`src/sv/wfba_pkg.sv`:
```
//------------------------------------------------------------------------------
// wfba_pkg
// Shared constants, codes and controller/datapath types for the worst-fit
// block allocator.
//------------------------------------------------------------------------------
`default_nettype none

package wfba_pkg;

    localparam int MAX_SEGMENTS = 64;
    localparam int IDX_W        = $clog2(MAX_SEGMENTS);
    localparam int CNT_W        = $clog2(MAX_SEGMENTS + 1);
    localparam int SIZE_W       = 32;
    localparam int SEG_W        = SIZE_W + 1;   // {used, size}
    localparam int NEED_W       = 17;           // request (16b) + header (7b)
    localparam int CFG_IDX_W    = 2;

    // configuration register indexes
    localparam logic [CFG_IDX_W-1:0] CFG_HEAP_BASE    = 2'd0;
    localparam logic [CFG_IDX_W-1:0] CFG_HEADER_BYTES = 2'd1;
    localparam logic [CFG_IDX_W-1:0] CFG_HEAP_LIMIT   = 2'd2;

    localparam logic OP_ALLOC = 1'b0;
    localparam logic OP_FREE  = 1'b1;

    typedef enum logic [2:0] {
        ST_REUSED   = 3'd0,
        ST_APPENDED = 3'd1,
        ST_FREED    = 3'd2,
        ST_NO_ROOM  = 3'd3,
        ST_UNKNOWN  = 3'd4
    } t_status;

    typedef enum logic [3:0] {
        S_IDLE,
        S_SCAN,
        S_ALLOC_FIN,
        S_FREE_NX,
        S_FREE_SUM,
        S_FREE_MG,
        S_SH_RD,
        S_SH_WR,
        S_DONE
    } t_state;

    typedef struct packed {
        logic start;
        logic scan;
        logic alloc_fin;
        logic free_nx;
        logic free_sum;
        logic free_mg;
        logic sh_rd;
        logic sh_wr;
        logic load_out;
    } t_cmd;

    typedef struct packed {
        logic count_zero;
        logic scan_last;
        logic match;
        logic is_free;
        logic out_free;
        logic merge_last;
        logic need_shift;
        logic shift_last;
    } t_sts;

endpackage

`default_nettype wire

```
`src/sv/wfba_chan_if.sv`:
```
//------------------------------------------------------------------------------
// wfba channel interfaces
// Request and result channels, valid/ready handshake.
//------------------------------------------------------------------------------
`default_nettype none

interface wfba_in_if;
    logic        valid;
    logic        ready;
    logic        op;
    logic [15:0] request_size;
    logic [31:0] block_address;

    modport source (output valid, op, request_size, block_address, input ready);
    modport sink   (input valid, op, request_size, block_address, output ready);
endinterface

interface wfba_out_if;
    logic        valid;
    logic        ready;
    logic [31:0] result_address;
    logic [2:0]  status;
    logic [31:0] heap_used;

    modport source (output valid, result_address, status, heap_used, input ready);
    modport sink   (input valid, result_address, status, heap_used, output ready);
endinterface

`default_nettype wire

```
`src/sv/wfba_ram.sv`:
```
//------------------------------------------------------------------------------
// wfba_ram
// Simple dual-port RAM: one write port, one read port, registered read.
//------------------------------------------------------------------------------
`default_nettype none

module wfba_ram #(
    parameter int WIDTH = 8,
    parameter int DEPTH = 64
) (
    input  logic                     i_clk,
    input  logic                     i_we,
    input  logic [$clog2(DEPTH)-1:0] i_waddr,
    input  logic [WIDTH-1:0]         i_wdata,
    input  logic [$clog2(DEPTH)-1:0] i_raddr,
    output logic [WIDTH-1:0]         o_rdata
);

    logic [WIDTH-1:0] r_mem [DEPTH];

    always_ff @(posedge i_clk) begin
        if (i_we) begin
            r_mem[i_waddr] <= i_wdata;
        end
        o_rdata <= r_mem[i_raddr];
    end

endmodule

`default_nettype wire

```
`src/sv/wfba_ctrl.sv`:
```
//------------------------------------------------------------------------------
// wfba_ctrl
// Sequencer: table scan, allocate finish, free merge and table compaction.
//------------------------------------------------------------------------------
`default_nettype none

module wfba_ctrl (
    input  logic           i_clk,
    input  logic           i_rst_n,
    input  logic           i_in_valid,
    output logic           o_in_ready,
    input  wfba_pkg::t_sts i_sts,
    output wfba_pkg::t_cmd o_cmd
);
    import wfba_pkg::*;

    t_state r_state;
    t_state n_state;

    always_ff @(posedge i_clk) begin
        if (!i_rst_n) begin
            r_state <= S_IDLE;
        end else begin
            r_state <= n_state;
        end
    end

    always_comb begin
        n_state    = r_state;
        o_cmd      = '0;
        o_in_ready = 1'b0;
        case (r_state)
            S_IDLE: begin
                o_in_ready = 1'b1;
                if (i_in_valid) begin
                    o_cmd.start = 1'b1;
                    n_state     = i_sts.count_zero ? S_ALLOC_FIN : S_SCAN;
                end
            end
            S_SCAN: begin
                o_cmd.scan = 1'b1;
                if (i_sts.match) begin
                    n_state = S_FREE_NX;
                end else if (i_sts.scan_last) begin
                    n_state = i_sts.is_free ? S_DONE : S_ALLOC_FIN;
                end
            end
            S_ALLOC_FIN: begin
                // empty table on a free lands here too: result stays unknown
                o_cmd.alloc_fin = !i_sts.is_free;
                n_state         = S_DONE;
            end
            S_FREE_NX: begin
                o_cmd.free_nx = 1'b1;
                n_state       = S_FREE_SUM;
            end
            S_FREE_SUM: begin
                o_cmd.free_sum = 1'b1;
                n_state        = S_FREE_MG;
            end
            S_FREE_MG: begin
                o_cmd.free_mg = 1'b1;
                if (!i_sts.merge_last && i_sts.need_shift) begin
                    n_state = S_SH_RD;
                end else begin
                    n_state = S_DONE;
                end
            end
            S_SH_RD: begin
                o_cmd.sh_rd = 1'b1;
                n_state     = S_SH_WR;
            end
            S_SH_WR: begin
                o_cmd.sh_wr = 1'b1;
                n_state     = i_sts.shift_last ? S_DONE : S_SH_RD;
            end
            S_DONE: begin
                if (i_sts.out_free) begin
                    o_cmd.load_out = 1'b1;
                    n_state        = S_IDLE;
                end
            end
            default: begin
                n_state = S_IDLE;
            end
        endcase
    end

endmodule

`default_nettype wire

```
`src/sv/wfba_dpath.sv`:
```
//------------------------------------------------------------------------------
// wfba_dpath
// Segment table RAM, config registers, scan/merge arithmetic, result register.
//------------------------------------------------------------------------------
`default_nettype none

module wfba_dpath (
    input  logic                               i_clk,
    input  logic                               i_rst_n,
    input  wfba_pkg::t_cmd                     i_cmd,
    output wfba_pkg::t_sts                     o_sts,
    input  logic                               i_cfg_we,
    input  logic [wfba_pkg::CFG_IDX_W-1:0]     i_cfg_index,
    input  logic [31:0]                        i_cfg_data,
    input  logic                               i_op,
    input  logic [15:0]                        i_request_size,
    input  logic [31:0]                        i_block_address,
    input  logic                               i_out_ready,
    output logic                               o_out_valid,
    output logic [31:0]                        o_result_address,
    output logic [2:0]                         o_status,
    output logic [31:0]                        o_heap_used
);
    import wfba_pkg::*;

    // config and architectural state
    logic [31:0]       r_heap_base;
    logic [6:0]        r_header;
    logic [31:0]       r_heap_limit;
    logic [CNT_W-1:0]  r_count;
    logic [31:0]       r_top;
    logic              r_out_valid;

    // per-item working registers
    logic              r_op_free;
    logic [NEED_W-1:0] r_need;
    logic [31:0]       r_baddr;
    logic [31:0]       r_basehdr;
    logic [IDX_W-1:0]  r_idx;
    logic [31:0]       r_off;
    logic [31:0]       r_best;
    logic [IDX_W-1:0]  r_pick;
    logic [31:0]       r_pick_off;
    logic              r_found;
    logic [31:0]       r_prev_size;
    logic              r_prev_used;
    logic [IDX_W-1:0]  r_i;
    logic [31:0]       r_s;
    logic [IDX_W-1:0]  r_m;
    logic [1:0]        r_k;
    logic [CNT_W-1:0]  r_cntp;
    logic              r_pf;
    logic [CNT_W-1:0]  r_j;
    logic [31:0]       r_res_addr;
    t_status           r_res_status;
    logic [31:0]       r_out_addr;
    logic [2:0]        r_out_status;
    logic [31:0]       r_out_used;

    // table access
    logic [SEG_W-1:0]  w_rdata;
    logic [SEG_W-1:0]  w_wdata;
    logic [IDX_W-1:0]  w_raddr;
    logic [IDX_W-1:0]  w_waddr;
    logic              w_we;
    logic [31:0]       rd_size;
    logic              rd_used;

    logic [32:0]       w_app_sum;
    logic              w_no_room;
    logic              w_match;
    logic              w_nx_exists;
    logic              w_next_free;
    logic              w_prev_free;
    logic [1:0]        w_k;
    logic              w_merge_last;
    logic [CNT_W-1:0]  w_shift_src;

    assign rd_size = w_rdata[SIZE_W-1:0];
    assign rd_used = w_rdata[SIZE_W];

    assign w_app_sum = {1'b0, r_top} + {{(33-NEED_W){1'b0}}, r_need};
    assign w_no_room = (r_count == CNT_W'(MAX_SEGMENTS)) || (w_app_sum > {1'b0, r_heap_limit});
    assign w_match   = r_op_free && ((r_basehdr + r_off) == r_baddr);

    assign w_nx_exists  = (({1'b0, r_i} + CNT_W'(1)) < r_count);
    assign w_next_free  = w_nx_exists && !rd_used;
    assign w_prev_free  = (r_i != '0) && !r_prev_used;
    assign w_k          = {1'b0, w_prev_free} + {1'b0, w_next_free};
    assign w_merge_last = (({1'b0, r_m} + CNT_W'(1)) == r_cntp);
    assign w_shift_src  = r_j + CNT_W'(r_k);

    always_comb begin
        o_sts            = '0;
        o_sts.count_zero = (r_count == '0);
        o_sts.scan_last  = (({1'b0, r_idx} + CNT_W'(1)) == r_count);
        o_sts.match      = w_match;
        o_sts.is_free    = r_op_free;
        o_sts.out_free   = !r_out_valid || i_out_ready;
        o_sts.merge_last = w_merge_last;
        o_sts.need_shift = (r_k != '0);
        o_sts.shift_last = ((r_j + CNT_W'(1)) == r_cntp);
    end

    // read port: entry 0 on start, next entry while scanning, source on shift
    always_comb begin
        if (i_cmd.scan) begin
            w_raddr = r_idx + IDX_W'(1);
        end else if (i_cmd.sh_rd) begin
            w_raddr = w_shift_src[IDX_W-1:0];
        end else begin
            w_raddr = '0;
        end
    end

    always_comb begin
        w_we    = 1'b0;
        w_waddr = '0;
        w_wdata = '0;
        if (i_cmd.alloc_fin) begin
            w_we    = r_found || !w_no_room;
            w_waddr = r_found ? r_pick : r_count[IDX_W-1:0];
            w_wdata = r_found ? {1'b1, r_best}
                              : {1'b1, {(SIZE_W-NEED_W){1'b0}}, r_need};
        end else if (i_cmd.free_mg) begin
            w_we    = !w_merge_last;
            w_waddr = r_m;
            w_wdata = {1'b0, r_s};
        end else if (i_cmd.sh_wr) begin
            w_we    = 1'b1;
            w_waddr = r_j[IDX_W-1:0];
            w_wdata = w_rdata;
        end
    end

    wfba_ram #(
        .WIDTH (SEG_W),
        .DEPTH (MAX_SEGMENTS)
    ) u_seg_ram (
        .i_clk   (i_clk),
        .i_we    (w_we),
        .i_waddr (w_waddr),
        .i_wdata (w_wdata),
        .i_raddr (w_raddr),
        .o_rdata (w_rdata)
    );

    // control and architectural state
    always_ff @(posedge i_clk) begin
        if (!i_rst_n) begin
            r_heap_base  <= '0;
            r_header     <= 7'd24;
            r_heap_limit <= '1;
            r_count      <= '0;
            r_top        <= '0;
            r_out_valid  <= 1'b0;
        end else begin
            if (i_cfg_we) begin
                case (i_cfg_index)
                    CFG_HEAP_BASE:    r_heap_base  <= i_cfg_data;
                    CFG_HEADER_BYTES: r_header     <= i_cfg_data[6:0];
                    CFG_HEAP_LIMIT:   r_heap_limit <= i_cfg_data;
                    default:          ;
                endcase
            end
            if (i_cmd.alloc_fin && !r_found && !w_no_room) begin
                r_count <= r_count + CNT_W'(1);
                r_top   <= w_app_sum[31:0];
            end
            if (i_cmd.free_mg) begin
                if (w_merge_last) begin
                    r_top   <= r_top - r_s;
                    r_count <= r_cntp - CNT_W'(1);
                end else begin
                    r_count <= r_cntp;
                end
            end
            if (i_cmd.load_out) begin
                r_out_valid <= 1'b1;
            end else if (i_out_ready) begin
                r_out_valid <= 1'b0;
            end
        end
    end

    // working registers
    always_ff @(posedge i_clk) begin
        if (i_cmd.start) begin
            r_op_free    <= (i_op == OP_FREE);
            r_need       <= {1'b0, i_request_size} + {{(NEED_W-7){1'b0}}, r_header};
            r_best       <= {{(SIZE_W-NEED_W){1'b0}},
                             ({1'b0, i_request_size} + {{(NEED_W-7){1'b0}}, r_header})};
            r_baddr      <= i_block_address;
            r_basehdr    <= r_heap_base + {25'd0, r_header};
            r_idx        <= '0;
            r_off        <= '0;
            r_found      <= 1'b0;
            r_prev_used  <= 1'b1;
            r_res_addr   <= '0;
            r_res_status <= ST_UNKNOWN;
        end
        if (i_cmd.scan) begin
            if (w_match) begin
                r_i <= r_idx;
                r_s <= rd_size;
            end else begin
                if (!r_op_free && !rd_used && (rd_size >= r_best)) begin
                    r_best     <= rd_size;
                    r_pick     <= r_idx;
                    r_pick_off <= r_off;
                    r_found    <= 1'b1;
                end
                r_prev_size <= rd_size;
                r_prev_used <= rd_used;
                r_off       <= r_off + rd_size;
                r_idx       <= r_idx + IDX_W'(1);
            end
        end
        if (i_cmd.alloc_fin) begin
            if (r_found) begin
                r_res_addr   <= r_basehdr + r_pick_off;
                r_res_status <= ST_REUSED;
            end else if (w_no_room) begin
                r_res_addr   <= '0;
                r_res_status <= ST_NO_ROOM;
            end else begin
                r_res_addr   <= r_basehdr + r_top;
                r_res_status <= ST_APPENDED;
            end
        end
        if (i_cmd.free_nx) begin
            // rdata holds entry i+1 here (read issued on the matching scan beat)
            r_s    <= r_s + (w_next_free ? rd_size : 32'd0);
            r_m    <= r_i - IDX_W'(w_prev_free);
            r_k    <= w_k;
            r_cntp <= r_count - CNT_W'(w_k);
            r_pf   <= w_prev_free;
        end
        if (i_cmd.free_sum) begin
            r_s <= r_s + (r_pf ? r_prev_size : 32'd0);
        end
        if (i_cmd.free_mg) begin
            r_j          <= {1'b0, r_m} + CNT_W'(1);
            r_res_addr   <= '0;
            r_res_status <= ST_FREED;
        end
        if (i_cmd.sh_wr) begin
            r_j <= r_j + CNT_W'(1);
        end
        if (i_cmd.load_out) begin
            r_out_addr   <= r_res_addr;
            r_out_status <= r_res_status;
            r_out_used   <= r_top;
        end
    end

    assign o_out_valid      = r_out_valid;
    assign o_result_address = r_out_addr;
    assign o_status         = r_out_status;
    assign o_heap_used      = r_out_used;

endmodule

`default_nettype wire

```
`src/sv/worst_fit_block_allocator.sv`:
```
//------------------------------------------------------------------------------
// worst_fit_block_allocator
// Worst-fit heap allocator over an address-ordered segment table with
// neighbor coalescing on free.
//------------------------------------------------------------------------------
// One item in flight; the next is taken in the cycle after the result is
// loaded. A free moves later table entries down after a merge. The scan
// through the single-read table RAM sets the rate. Synchronous active-low
// reset: empty table, heap top 0, config at defaults; table RAM itself is
// not cleared.
//------------------------------------------------------------------------------
`default_nettype none

module worst_fit_block_allocator (
    input  logic                               i_clk,
    input  logic                               i_rst_n,
    wfba_in_if.sink                            i_in,
    wfba_out_if.source                         o_out,
    input  logic                               i_cfg_we,
    input  logic [wfba_pkg::CFG_IDX_W-1:0]     i_cfg_index,
    input  logic [31:0]                        i_cfg_data
);
    import wfba_pkg::*;

    t_cmd w_cmd;
    t_sts w_sts;

    // Sequencer: idle -> scan table (skipped when empty) -> finish (alloc) or
    // merge/compact (free) -> wait for the result register.
    wfba_ctrl u_ctrl (
        .i_clk      (i_clk),
        .i_rst_n    (i_rst_n),
        .i_in_valid (i_in.valid),
        .o_in_ready (i_in.ready),
        .i_sts      (w_sts),
        .o_cmd      (w_cmd)
    );

    // Table RAM, heap state, config registers and result beat register.
    wfba_dpath u_dpath (
        .i_clk            (i_clk),
        .i_rst_n          (i_rst_n),
        .i_cmd            (w_cmd),
        .o_sts            (w_sts),
        .i_cfg_we         (i_cfg_we),
        .i_cfg_index      (i_cfg_index),
        .i_cfg_data       (i_cfg_data),
        .i_op             (i_in.op),
        .i_request_size   (i_in.request_size),
        .i_block_address  (i_in.block_address),
        .i_out_ready      (o_out.ready),
        .o_out_valid      (o_out.valid),
        .o_result_address (o_out.result_address),
        .o_status         (o_out.status),
        .o_heap_used      (o_out.heap_used)
    );

`ifndef SYNTHESIS
    // one item at a time: an accepted beat closes the input until done
    a_single_item: assert property (@(posedge i_clk) disable iff (!i_rst_n)
        (i_in.valid && i_in.ready) |=> !i_in.ready)
        else $error("input accepted while an item is in flight");

    // a result beat only appears after the sequencer loads it
    a_out_from_load: assert property (@(posedge i_clk) disable iff (!i_rst_n)
        $rose(o_out.valid) |-> $past(w_cmd.load_out))
        else $error("result valid without a load");

    // no table write (allocate finish, merge or shift) coincides with a scan beat
    a_no_scan_write: assert property (@(posedge i_clk) disable iff (!i_rst_n)
        w_cmd.scan |-> !(w_cmd.free_mg || w_cmd.sh_wr || w_cmd.alloc_fin))
        else $error("table write during scan");
`endif

endmodule

`default_nettype wire
```
`src/flat_wrapper.sv`:
```
// flat-port wrapper written by rule: the top's interface ports become plain ports
module worst_fit_block_allocator_flat import wfba_pkg::*;
  (i_clk, i_rst_n, i_cfg_we, i_cfg_index, i_cfg_data, i_in_valid, i_in_op, i_in_request_size, i_in_block_address, i_in_ready, o_out_valid, o_out_result_address, o_out_status, o_out_heap_used, o_out_ready);
  wfba_in_if i_in_i ();
  wfba_out_if o_out_i ();
  input  logic i_clk;
  input  logic i_rst_n;
  input  logic i_cfg_we;
  input  logic [wfba_pkg::CFG_IDX_W-1:0] i_cfg_index;
  input  logic [31:0] i_cfg_data;
  input wire logic [$bits(i_in_i.valid)-1:0] i_in_valid;
  input wire logic [$bits(i_in_i.op)-1:0] i_in_op;
  input wire logic [$bits(i_in_i.request_size)-1:0] i_in_request_size;
  input wire logic [$bits(i_in_i.block_address)-1:0] i_in_block_address;
  output wire logic [$bits(i_in_i.ready)-1:0] i_in_ready;
  output wire logic [$bits(o_out_i.valid)-1:0] o_out_valid;
  output wire logic [$bits(o_out_i.result_address)-1:0] o_out_result_address;
  output wire logic [$bits(o_out_i.status)-1:0] o_out_status;
  output wire logic [$bits(o_out_i.heap_used)-1:0] o_out_heap_used;
  input wire logic [$bits(o_out_i.ready)-1:0] o_out_ready;
  assign i_in_i.valid = i_in_valid;
  assign i_in_i.op = i_in_op;
  assign i_in_i.request_size = i_in_request_size;
  assign i_in_i.block_address = i_in_block_address;
  assign i_in_ready = i_in_i.ready;
  assign o_out_valid = o_out_i.valid;
  assign o_out_result_address = o_out_i.result_address;
  assign o_out_status = o_out_i.status;
  assign o_out_heap_used = o_out_i.heap_used;
  assign o_out_i.ready = o_out_ready;
  worst_fit_block_allocator u_core (.i_clk(i_clk), .i_rst_n(i_rst_n), .i_in(i_in_i), .o_out(o_out_i), .i_cfg_we(i_cfg_we), .i_cfg_index(i_cfg_index), .i_cfg_data(i_cfg_data));
endmodule
```
`config.mk`:
```
export PLATFORM = sky130hd
export DESIGN_NAME = worst_fit_block_allocator_flat
export DESIGN_NICKNAME = d
export VERILOG_FILES = /design/src/sv/wfba_pkg.sv /design/src/sv/wfba_chan_if.sv /design/src/sv/wfba_ram.sv /design/src/sv/wfba_ctrl.sv /design/src/sv/wfba_dpath.sv /design/src/sv/worst_fit_block_allocator.sv /design/src/flat_wrapper.sv
export SDC_FILE = /design/constraint.sdc
export NUM_CORES = 2
export LEC_CHECK = 0
export ABC_AREA = 1
export BUFFER_PORTS_ARGS = -buffer_cell sky130_fd_sc_hd__buf_2
export CAP_MARGIN = 20
export CORE_MARGIN = 3
export CORE_UTILIZATION = 60
export CTS_BUF_LIST = sky130_fd_sc_hd__clkbuf_4 sky130_fd_sc_hd__clkbuf_8
export DETAILED_ROUTE_END_ITERATION = 10
export PLACE_DENSITY_LB_ADDON = 0.05
export SLEW_MARGIN = 20
export SYNTH_ARGS = -nofsm -noshare
export SYNTH_HDL_FRONTEND = slang
export SYNTH_SLANG_ARGS = --single-unit
```
`constraint.sdc`:
```
create_clock -name i_clk -period 16.5 [get_ports i_clk]
set_clock_uncertainty 0.1 [all_clocks]
set_input_delay 0 -clock i_clk [delete_from_list [all_inputs] [get_ports i_clk]]
set_output_delay 0 -clock i_clk [all_outputs]
set_load 0.05 [all_outputs]
```
# Word level (Yosys, flattened, before mapping)

Memories as Yosys holds them, arrays and structs flattened. A register that Yosys moved wholly into a read port is not among the register bits.
Index checks and enable logic that the tools add are counted.

Eq/ne operators: 18
$lt $le $gt $ge: 3
Bitwise gates (word level): 1
$add $sub $neg: 21
Reductions and logical operators: 37
Mux-type cells: 77

Operators by type and width:

| kind                                                | count |
|---|---|
| two-way mux 32 bit                                  | 21 |
| adder 32 bit                                        | 6 |
| two-way mux 33 bit                                  | 3 |
| two-way mux 6 bit                                   | 9 |
| one-hot mux 4 bit (9 select lines)                  | 1 |
| two-way mux 7 bit                                   | 5 |
| adder 32 x 17 -> 33 bit                             | 1 |
| greater-than comparator 33 x 32 -> 1 bit            | 1 |
| adder 32 x 7 -> 32 bit                              | 1 |
| equality test 32 bit                                | 1 |
| >= comparator 32 bit                                | 1 |
| subtractor 32 bit                                   | 1 |
| two-way mux 4 bit                                   | 7 |
| two-way mux 1 bit                                   | 26 |
| adder 6 x 1 -> 7 bit, second input constant         | 3 |
| equality test 7 bit                                 | 3 |
| adder 16 x 7 -> 17 bit                              | 1 |
| equality test 4 x 3 -> 1 bit, second input constant | 4 |
| adder 7 x 1 -> 7 bit, second input constant         | 2 |
| AND reduction 2 bit                                 | 6 |
| nonzero test 2 bit                                  | 5 |
| equality test 4 x 2 -> 1 bit, second input constant | 2 |
| logical AND 1 bit                                   | 8 |
| equality test 7 bit, second input constant          | 1 |
| 24 further kinds                                    | 38 |

Memories: 1
Bits in registers: 502
Word-level logic and storage cells: 189
Bits of input ports: 88
Bits in writable memories: 2112
Output and inout port bits: 69

Memory list:

| memory                         | depth | width | read ports | clocked after memory_dff | wr ports | line           | RTL |
|---|---|---|---|---|---|---|---|
| u_core.u_dpath.u_seg_ram.r_mem | 64    | 33    | 1          | 1                        | 1        | wfba_ram.sv:19 | `logic [WIDTH-1:0] r_mem [DEPTH];` |

# Longest topological paths before layout

Word-level depth: 8
Gate-level depth with buffers: 30
Mapped depth without buffers: 29

# Hierarchy

A second synthesis with hierarchy kept.

Cells, all modules: 12275
Area, all modules: 123986.4 um2

By module, submodules not included:

| module     | times used | area each (um2) | cells an instance | sequential area each (um2) |
|---|---|---|---|---|
| wfba_ram   | 1          | 85714.7         | 6980              | 64081.5 |
| wfba_dpath | 1          | 37916.4         | 5230              | 12772.2 |
| wfba_ctrl  | 1          | 355.3           | 65                | 80.1 |

# Worst setup path after synthesis

OpenSTA, ideal clock, no wires.

Path type: register to register
Start point: reg u_core.u_dpath.r_out_valid, in the netlist u_core.u_dpath.o_out_valid
End point: reg u_core.u_dpath.r_out_used[0], in the netlist u_core.u_dpath.o_heap_used[0], enable pin
Path buffers: 0
Library setup time: 0.658 ns
Cell stages (with the launch flop): 4
Arrival: 6.958 ns
Data required time: 15.742 ns
Period minus slack after synthesis: 7.715 ns
Setup slack: 8.785 ns
Path through: dfxtp_1 inv_1 nor2_1 nor4_1

RTL lines:

| item                   | line              | RTL |
|---|---|---|
| from (decl)            | wfba_dpath.sv:32  | `logic r_out_valid;` |
| from (signal assigned) | wfba_dpath.sv:156 | `r_out_valid <= 1'b0;` |
| from (signal assigned) | wfba_dpath.sv:179 | `r_out_valid <= 1'b1;` |
| from (signal assigned) | wfba_dpath.sv:181 | `r_out_valid <= 1'b0;` |
| to (signal assigned)   | wfba_dpath.sv:253 | `r_out_used <= r_top;` |
| to (decl)              | wfba_dpath.sv:58  | `logic [31:0] r_out_used;` |

# Worst setup path in the final report

Start point: reg u_core.u_dpath.r_need[2]
End point: mem u_core.u_dpath.u_seg_ram.r_mem[23][21] in the netlist's numbering, enable pin

Word-level cells in the longest chain between the ends: 8

RTL lines:

| item                                     | line              | RTL |
|---|---|---|
| from (decl)                              | wfba_dpath.sv:36  | `logic [NEED_W-1:0] r_need;` |
| from (signal assigned)                   | wfba_dpath.sv:190 | `r_need <= {1'b0, i_request_size} + {{(NEED_W-7){1'b0}}, r_header};` |
| adder 32 x 17 -> 33 bit                  | wfba_dpath.sv:82  | `assign w_app_sum = {1'b0, r_top} + {{(33-NEED_W){1'b0}}, r_need};` |
| greater-than comparator 33 x 32 -> 1 bit | wfba_dpath.sv:83  | `assign w_no_room = (r_count == CNT_W'(MAX_SEGMENTS)) \|\| (w_app_sum > {1'b0, r_heap_limit});` |
| logical OR 1 bit                         | wfba_dpath.sv:83  |  |
| logical NOT 1 bit                        | wfba_dpath.sv:121 | `w_we = r_found \|\| !w_no_room;` |
| logical OR 1 bit                         | wfba_dpath.sv:121 |  |
| two-way mux 1 bit                        | wfba_dpath.sv:120 | `if (i_cmd.alloc_fin) begin` |
| two-way mux 1 bit                        | wfba_ram.sv:22    | `if (i_we) begin` |
| two-way mux 1 bit (not written as such)  | wfba_ram.sv:23    | `r_mem[i_waddr] <= i_wdata;` |
| to (decl)                                | wfba_ram.sv:19    |  |

Every way passes these cells.

==> flow_summary.toml <==
[status]
status = "finished clean"

[timing]
finalHoldViolCount = 0
tightestPinTransition_ns = 1.13
slew_headroom_pct = 24.6
fin_crit_sh_pct = 43.2
slew_viol_final = 0
timing.fmax_mhz = 140
fin_tns_setup_ns = 0
hold_ws_ns = 0.0923
min_period_ns = 7.13
setup-violations-final = 0
rsz0062_at_grt = "false"

[pwr]
p_leak_nw = 51.8
power.density_nw_per_um2 = 149
peakVddDrop_v = 0.000111

[place]
hpwlAfterDp_um = 239000
place_congestion = 1.01
port_buffers = 156
dpl_cell_area_um2 = 125000

[routing]
wire_per_inst_um = 26.7
firstDrtPassIters = 8
routed_wl_um = 390000
num_vias = 91863
vias_per_cell = 6.29
drt_iter0_drc = 11433
postRouteAntennaNets = 0
route.detailed.drc = 0

[layout]
area_growth_pct = 12.4
nFillCells = 15036
seq_area_um2 = 76900
nNetsFinal = 12048
final_cell_mix = "edfxtp_1, nor2_1, o21ai_0"
drive_gt1_share_pct = 10.6
fin_area_um2 = 136000
multiInputGateArea_um2 = 39500
final_common_cell = "edfxtp_1"

[setup_path]
worst_ep_required_time_ns = 17.06
worst-path-buf-inv = 1
cp_data_arrival_time_ns = 7.68
crit_slowest_cell = "nor2_4"
critPathMaxFanout = 33
cpPeakStageDelay_ns = 1.16
worstSetupEndpointType = "flop"
cp_common_cell = "nand2_4"
cp_cell_sequence = "ha_1 -> nand3_1 -> nand2_1 -> a21oi_1 -> o21ai_0 -> a21boi_0 -> o21ai_1 -> nand3_1 -> xor2_1 -> inv_1 -> ha_1 -> nand4_1 -> nor4_1 -> nand4_1 -> nand2_4 -> nand2_4 -> nand2_4 -> nand4_2 -> nor2_4"
criticalPathCategory = "reg2reg"
critPathLaunchType = "flop"
critPathTopFamily = "simple AND/OR/NAND/NOR gates"

[floorplanning]
initial_core_util_pct = 60.4
coreArea_um2 = 200000
rows = 164
io-pin-count = 157
die_x_um = 455
die_area_um2 = 207000
die_h_um = 455

[cts]
cts_sinks = 2647
cts_setup_buffers = 0
cts.repair.resized = 0
cts_buffers = 430
htree_num_levels = 5
root_buffer = "clkbuf_8"
clock_latency_ns = 1.10
cts_tree = "built"
clk_pin_slew_ns = 0.06
cts_buffer_depth = 4

[grt]
grt_pass1_vias = 86760
antenna_found_initial = 11
grt_first_pass_wirelength_um = 564000
grt_max_degree = 215
grt_usage_pct = 37.0
grt_overflow = 0

[synth]
synth_area_leaders = "edfxtp_1, o21ai_0, nor2_1"
ys.warnings.count = 0
ys_types = 74
ys_ff_latch = 2647
ys.flop_type = "edfxtp_1"
synth_nets = 11618
synth_edf_count = 2392
netlist_area_um2 = 121000
yosysTopAreaCellShare_pct = 59.5
synth_area_leader_cell = "edfxtp_1"
async_flop_share_pct = 0
ys_seq_area_share_pct = 63.7
syn_avg_cell_area_um2 = 10.8
synthCells = 11185

[worst_hold_path]
worstHoldPathType = "in2reg"

[flow_run]
drv_cap = 0
==> through the flow <==
stage	setup slack (ns)	util [%]	power, mW	std cells
final	9.37	67.9	20.2	14613
after global routing	9.01	67.9	21.2	14607
after CTS	9.46	67.8	20.1	14593
after detailed placement	9.45	62.6	14.6	13612
after global placement	9.51	62.5	14.5	13611
after floorplan	8.78	-	12.4	11185
==> worst reg2reg max path, stage by stage, from the launching register on <==
cell      delay [ns]
edfxtp_1        0.42
ha_1            0.37
nand3_1         0.09
nand2_1         0.11
a21oi_1         0.14
o21ai_0         0.58
a21boi_0        0.31
o21ai_1         0.47
nand3_1         0.16
xor2_1          0.21
inv_1           0.10
ha_1            0.32
nand4_1         0.09
nor4_1          0.26
nand4_1         0.24
nand2_4         0.34
nand2_4         0.24
nand2_4         0.28
nand4_2         0.75
nor2_4          1.17
==> cells in the mapped netlist (93+ instances only) <==
library cell  instances
a21oi_1             420
buf_2               109
clkbuf_1            424
dfxtp_1             255
edfxtp_1           2392
ha_1                333
inv_1               740
nand2_1            1126
nand3_1             218
nand4_1              93
nor2_1             1805
o211ai_1            123
o21ai_0            1590
o21ai_1             133
o221ai_1            106
o22ai_1             598
xor2_1              145
==> where the power goes <==
group | internal, mW | total (mW) | switching, mW | leakage, nW
registers | 7.84 | 8.30 | 0.464 | 25.4
clock network | 3.00 | 5.58 | 2.58 | 4.45
logic | 1.81 | 6.35 | 4.55 | 21.9
total | 12.6 | 20.2 | 7.59 | 51.8
==> path summary, 6_finish.rpt <==
kind / start / endpoint / slack [ns] / cells past startpoint
max: u_core.u_dpath.r_need[2] / u_core.u_dpath.u_seg_ram.r_mem[23][21] / 9.37 / 19
min: i_in_request_size[13] / u_core.u_dpath.r_need[15] / 0.09 / 6
max reg2reg: u_core.u_dpath.r_need[2] / u_core.u_dpath.u_seg_ram.r_mem[23][21] / 9.37 / 19
min reg2reg: u_core.u_dpath.r_res_addr[6] / u_core.u_dpath.o_result_address[6] / 0.33 / 0
==> flip-flops by register name, indices dropped and copies added (netlist names), 6 cells and up <==
signal and count:
u_core.u_dpath.o_heap_used 32, u_core.u_dpath.o_result_address 32, u_core.u_dpath.r_baddr 32, u_core.u_dpath.r_basehdr 32, u_core.u_dpath.r_best 32, u_core.u_dpath.r_cntp 7, u_core.u_dpath.r_count 7, u_core.u_dpath.r_header 7
u_core.u_dpath.r_heap_base 32, u_core.u_dpath.r_heap_limit 32, u_core.u_dpath.r_i 6, u_core.u_dpath.r_idx 6, u_core.u_dpath.r_j 7, u_core.u_dpath.r_m 6, u_core.u_dpath.r_need 17, u_core.u_dpath.r_off 32
u_core.u_dpath.r_pick 6, u_core.u_dpath.r_pick_off 32, u_core.u_dpath.r_prev_size 32, u_core.u_dpath.r_res_addr 32, u_core.u_dpath.r_s 32, u_core.u_dpath.r_top 32, u_core.u_dpath.u_seg_ram.o_rdata 33, u_core.u_dpath.u_seg_ram.r_mem 2112
==> layer usage <==
layer	up-vias	track usage, %	routed length, um
met3	959	6.65	37900
met2	5234	56.8	175000
met5	-	0	41
li1	41231	-	-
met1	44431	48.8	147000
met4	8	24.2	29700
==> cells by family after synthesis <==
family	count (synthesis)	synth area share [%]
simple gates	3445	11.7
compound gates	3179	14.9
flops	2647	63.7
buf+inv	1346	4.42
fa+ha+maj	345	3.65
xor+xnor	222	1.61
mux	1	0.00829
==> timing repair <==
item                                    in CTS  in global routing
endpoints found under the hold margin      221                  0
endpoints found under the setup margin       0                  0
hold buffers                               220                  0
==> area by class of cell <==
class / instances / share of cell area, %
clock inverter: 149 / 0.629
timing repair buffer: 572 / 3.44
antenna: 13 / 0.0240
tap: 2656 / 2.45
inverter: 772 / 2.16
multi-input combinational: 7192 / 29.1
clock buffer: 612 / 5.50
sequential: 2647 / 56.7
Note: power is estimated with default switching activity, not from simulation.
